===== config.mk =====
export PLATFORM = sky130hd
export DESIGN_NAME = ftc_ctrl
export DESIGN_NICKNAME = d
export VERILOG_FILES = /design/src/hw/rtl/ftc_pkg.sv /design/src/hw/rtl/ftc_ctrl.sv
export SDC_FILE = /design/constraint.sdc
export NUM_CORES = 1
export LEC_CHECK = 0
export BUFFER_PORTS_ARGS = -buffer_cell sky130_fd_sc_hd__buf_2
export CORE_AREA = 2 2 39 41
export DETAILED_ROUTE_END_ITERATION = 10
export DIE_AREA = 0 0 41 43
export HOLD_SLACK_MARGIN = 0.02
export PLACE_DENSITY_LB_ADDON = 0.1
export REMOVE_ABC_BUFFERS = 1
export SLEW_MARGIN = 5
export SYNTH_ARGS = -nofsm -noshare
export SYNTH_HDL_FRONTEND = slang
export SYNTH_SLANG_ARGS = --single-unit

===== constraint.sdc =====
create_clock -name clk -period 1.7 [get_ports clk]
set_input_delay 0.34 -clock clk [delete_from_list [all_inputs] [get_ports clk]]
set_output_delay 0.34 -clock clk [all_outputs]
set_load 0.1 [all_outputs]

===== src/hw/rtl/ftc_pkg.sv =====
// Flow table traffic counter: shared types and constants.
// No dependencies; used by the interfaces, the modules and the checker.
`default_nettype none

package ftc_pkg;

	// Result status codes
	localparam logic [1:0] ST_EXISTING = 2'd0;
	localparam logic [1:0] ST_CREATED  = 2'd1;
	localparam logic [1:0] ST_FULL     = 2'd2;

	// Five-tuple key as held in the table
	typedef struct packed {
		logic [31:0] src_addr;
		logic [31:0] dst_addr;
		logic [15:0] l4_src;
		logic [15:0] l4_dst;
		logic [7:0]  proto;
	} key_t;

	// Per-flow counters
	typedef struct packed {
		logic [63:0] rx_octets;
		logic [63:0] rx_pkts;
		logic [63:0] tx_octets;
		logic [63:0] tx_pkts;
	} cnt_t;

	// Controller to datapath commands
	typedef struct packed {
		logic capture;
		logic scan;
		logic resolve;
		logic cnt_rd;
		logic commit;
	} cmd_t;

	// Datapath to controller status
	typedef struct packed {
		logic hit;
		logic scan_end;
		logic out_free;
	} sts_t;

endpackage

`default_nettype wire


===== src/hw/rtl/ftc_ctrl.sv =====
// Flow table traffic counter: sequencing state machine.
// Depends on ftc_pkg; drives ftc_datapath through cmd_t, reads sts_t.
`default_nettype none

module ftc_ctrl import ftc_pkg::*; (
	input  wire logic clk,
	input  wire logic arst_n,
	input  wire logic pkt_valid,
	output logic      pkt_ready,
	input  wire sts_t sts,
	output cmd_t      cmd
);

	typedef enum logic [3:0] {
		S_IDLE   = 4'b0001,
		S_SCAN   = 4'b0010,
		S_READ   = 4'b0100,
		S_COMMIT = 4'b1000
	} state_t;

	state_t state_q, state_d;

	// Next state and commands
	always_comb begin
		state_d     = state_q;
		cmd         = '0;
		pkt_ready   = 1'b0;
		unique case (state_q)
			S_IDLE: begin
				pkt_ready = 1'b1;
				if (pkt_valid) begin
					cmd.capture = 1'b1;
					state_d     = S_SCAN;
				end
			end
			S_SCAN: begin
				cmd.scan = 1'b1;
				if (sts.hit || sts.scan_end) begin
					cmd.resolve = 1'b1;
					state_d     = S_READ;
				end
			end
			S_READ: begin
				cmd.cnt_rd = 1'b1;
				state_d    = S_COMMIT;
			end
			S_COMMIT: begin
				if (sts.out_free) begin
					cmd.commit = 1'b1;
					state_d    = S_IDLE;
				end
			end
			default: state_d = S_IDLE;
		endcase
	end

	always_ff @(posedge clk or negedge arst_n) begin
		if (!arst_n) begin
			state_q <= S_IDLE;
		end else begin
			state_q <= state_d;
		end
	end

endmodule

`default_nettype wire


==> results.toml <==
[synth]
yosys.area.top_type = "dfrtp_1"
synth_cell_types = 14
yosys-top-cells-count = "nor2_1, dfrtp_1, inv_1"
syn_inst = 20
synth_top_area_share = 0.349
synth.area.top_cells = "dfrtp_1, dfstp_2, nor2_1"
yosysMostFrequentCell = "nor2_1"
ys_warn_count = 0
synth_area_sq_um = 215
ys_seq_area_frac = 0.471
ys_seq_elements = 4
async_reset_ff_frac = 1.00
yosys_most_used_dff = "dfrtp_1"
synth_edf_count = 0
synth.avg_cell_area_sq_um = 10.8

[critical_path]
path_depth = 3
end_kind = "primary output"
crit_family = "simple AND/OR/NAND/NOR gates"
cp-start-kind = "flop"
max_stage_delay_ns = 0.58
worstPathMaxFanout = 4
rr_worst_depth = 8
path_class = "reg2out"
path_buf_inv = 1
worstPathArrival_ns = 1.49
cp_slowest_cell = "or4b_4"
worstPathRequired_ns = 1.36
crit_chain = "or4b_4 > nor2_4 > buf_12"

[detailed_routing]
drt_pass1_iterations = 3
ant_nets = 0
drtIter0Drc = 4
wl_per_cell_microns = 11.2
totalWireLength_microns = 714
drc_errors = 0
viasPerCell = 4.02
dr_total_vias = 257

[global_route]
grt_pass1_wl_mm = 1.21
grt_use_total = 0.108
grt-ovfl-total = 0
antenna_found_initial = 0
grt_max_degree = 5
grt_pass1_vias = 286

[place]
io_buffer_count = 11
dpl_worst_slack_ns = 0.0417
dpl.hpwl_microns = 449
placed_cells = 51
gp_congestion = 0.707

[pwr]
p_clk_frac = 0.121
p_int_uw = 570
p_sw_frac = 0.474
p_switching_uw = 513
pwr-share-comb = 0.737
pwr-share-seq = 0.143
peakVddDrop_mv = 0.838
powerDensity_nw_per_um2 = 1960
leakage_uw = 0.000262

[run]
cap_violations = 0

[timing]
finalHoldViolCount = 0
fin_crit_ns = 1.83
max_freq_ghz = 0.546
relSlewSlack = 0.815
whs_ns = 0.274
clock_skew_ns = 0.00768
slew_viol_final = 0
setup_violations = 5
timing.final.crit_share = 1.08
layout_setup_ws_ns = -0.133
worst_pin_slew_ns = 0.277
grt_setup_unrepaired = "yes"

[finish]
top_register = "state_q"
syn_to_final_growth_pct = 157
diodes = 0
largestRegisters = "state_q (4)"
n_fill_cell = 135
instances_no_fill = 64
drive_gt1_frac = 0.708
nets = 55
largest_reg_flops = 4

[clock_network]
h-tree-depth = 1
cts.path.max_buffers = 2
root_buffer = "clkbuf_4"
cts-buffers-inserted = 3
cts_tree = "yes"
clk_latency_ns = 0.24
clock-sinks = 4
clk_pin_slew_ns = 0.04

[die]
fp.dieW_microns = 41
pin_count = 12
initial_core_util = 0.156
dieArea_sq_um = 1760
die_h_microns = 43
core_sq_um = 1380
rows = 14

[worst_hold_path]
hold_depth = 2
hold_class = "in2reg"

[status]
violations = "negative setup slack"
status = "finished with violations"
final timing paths:
kind	from	end	slack, ns
setup / recovery	state_q[0]	cmd[2]	-0.13
hold / removal	pkt_valid	state_q[0]	0.27
setup reg to reg	state_q[3]	state_q[1]	0.12
hold reg to reg	state_q[2]	state_q[1]	0.72
max in group asynchronous	arst_n	state_q[0]	1.05
min in group asynchronous	arst_n	state_q[3]	0.43
metrics by stage:
stage                     utilization  total power [uW]  setup TNS, ns  instance area, sq um
after floorplan                     -               526          -7.16                   215
after global placement          0.297               782              0                   410
after detailed placement        0.297               779              0                   410
after CTS                       0.379              1030         -0.345                   524
after global routing            0.400              1120         -0.596                   553
final                           0.400              1080         -0.294                   553
area by class of cell:
cell class	count	area (sq um)	share of cell area
Tap cell	16	20.0	0.0362
Sequential cell	4	101	0.183
Timing Repair Buffer	24	253	0.457
Clock buffer	4	26.3	0.0475
Inverter	2	10.0	0.0181
Multi-Input combinational cell	14	143	0.258
power by group through the flow:
stage / logic (uW) / clock network [uW] / registers, uW
finish: 798 / 131 / 154
global placement: 627 / 0 / 155
CTS: 736 / 136 / 158
floorplan: 373 / 0 / 153
detailed placement: 624 / 0 / 155
global route: 823 / 138 / 160
worst register-to-register path, cell delays in order (launching register included):
cell and delay, ns:
dfrtp_1 0.38, buf_6 0.13, nor4b_4 0.28, nand2_1 0.12
buf_4 0.15, buf_4 0.13, buf_4 0.13, buf_4 0.13
o31ai_4 0.04
placed cells by master (no fill, tap or decap), drive strengths merged, types with 2 or more instances in the layout:
| cell | Yosys | layout |
|---|---|---|
| nor2 | 4 | 4 |
| dfrtp | 3 | 3 |
| clkbuf | 0 | 4 |
| buf | 0 | 23 |
| inv | 2 | 2 |
cell families after synthesis:
kind of cell,Yosys count,synth area share
simple gates,11,0.366
compound gates,3,0.128
flops,4,0.471
buf+inv,2,0.0349
per-layer routing:
metal | track usage | wire length (microns) | vias up
met2 | 0.175 | 439 | 8
met1 | 0.108 | 239 | 122
li1 | - | - | 127
met4 | 0.0800 | 0 | 0
met5 | 0 | 0 | -
met3 | 0.0314 | 36 | 0
what timing repair did:
item	CTS	global route
resized for setup	7	4
buffers inserted	7	2
cloned	0	0
hold buffers	1	0
setup endpoints to repair	5	7
hold endpoints to repair	3	0
pin swaps	4	2
No activity file was read; power rests on OpenSTA's default activity.
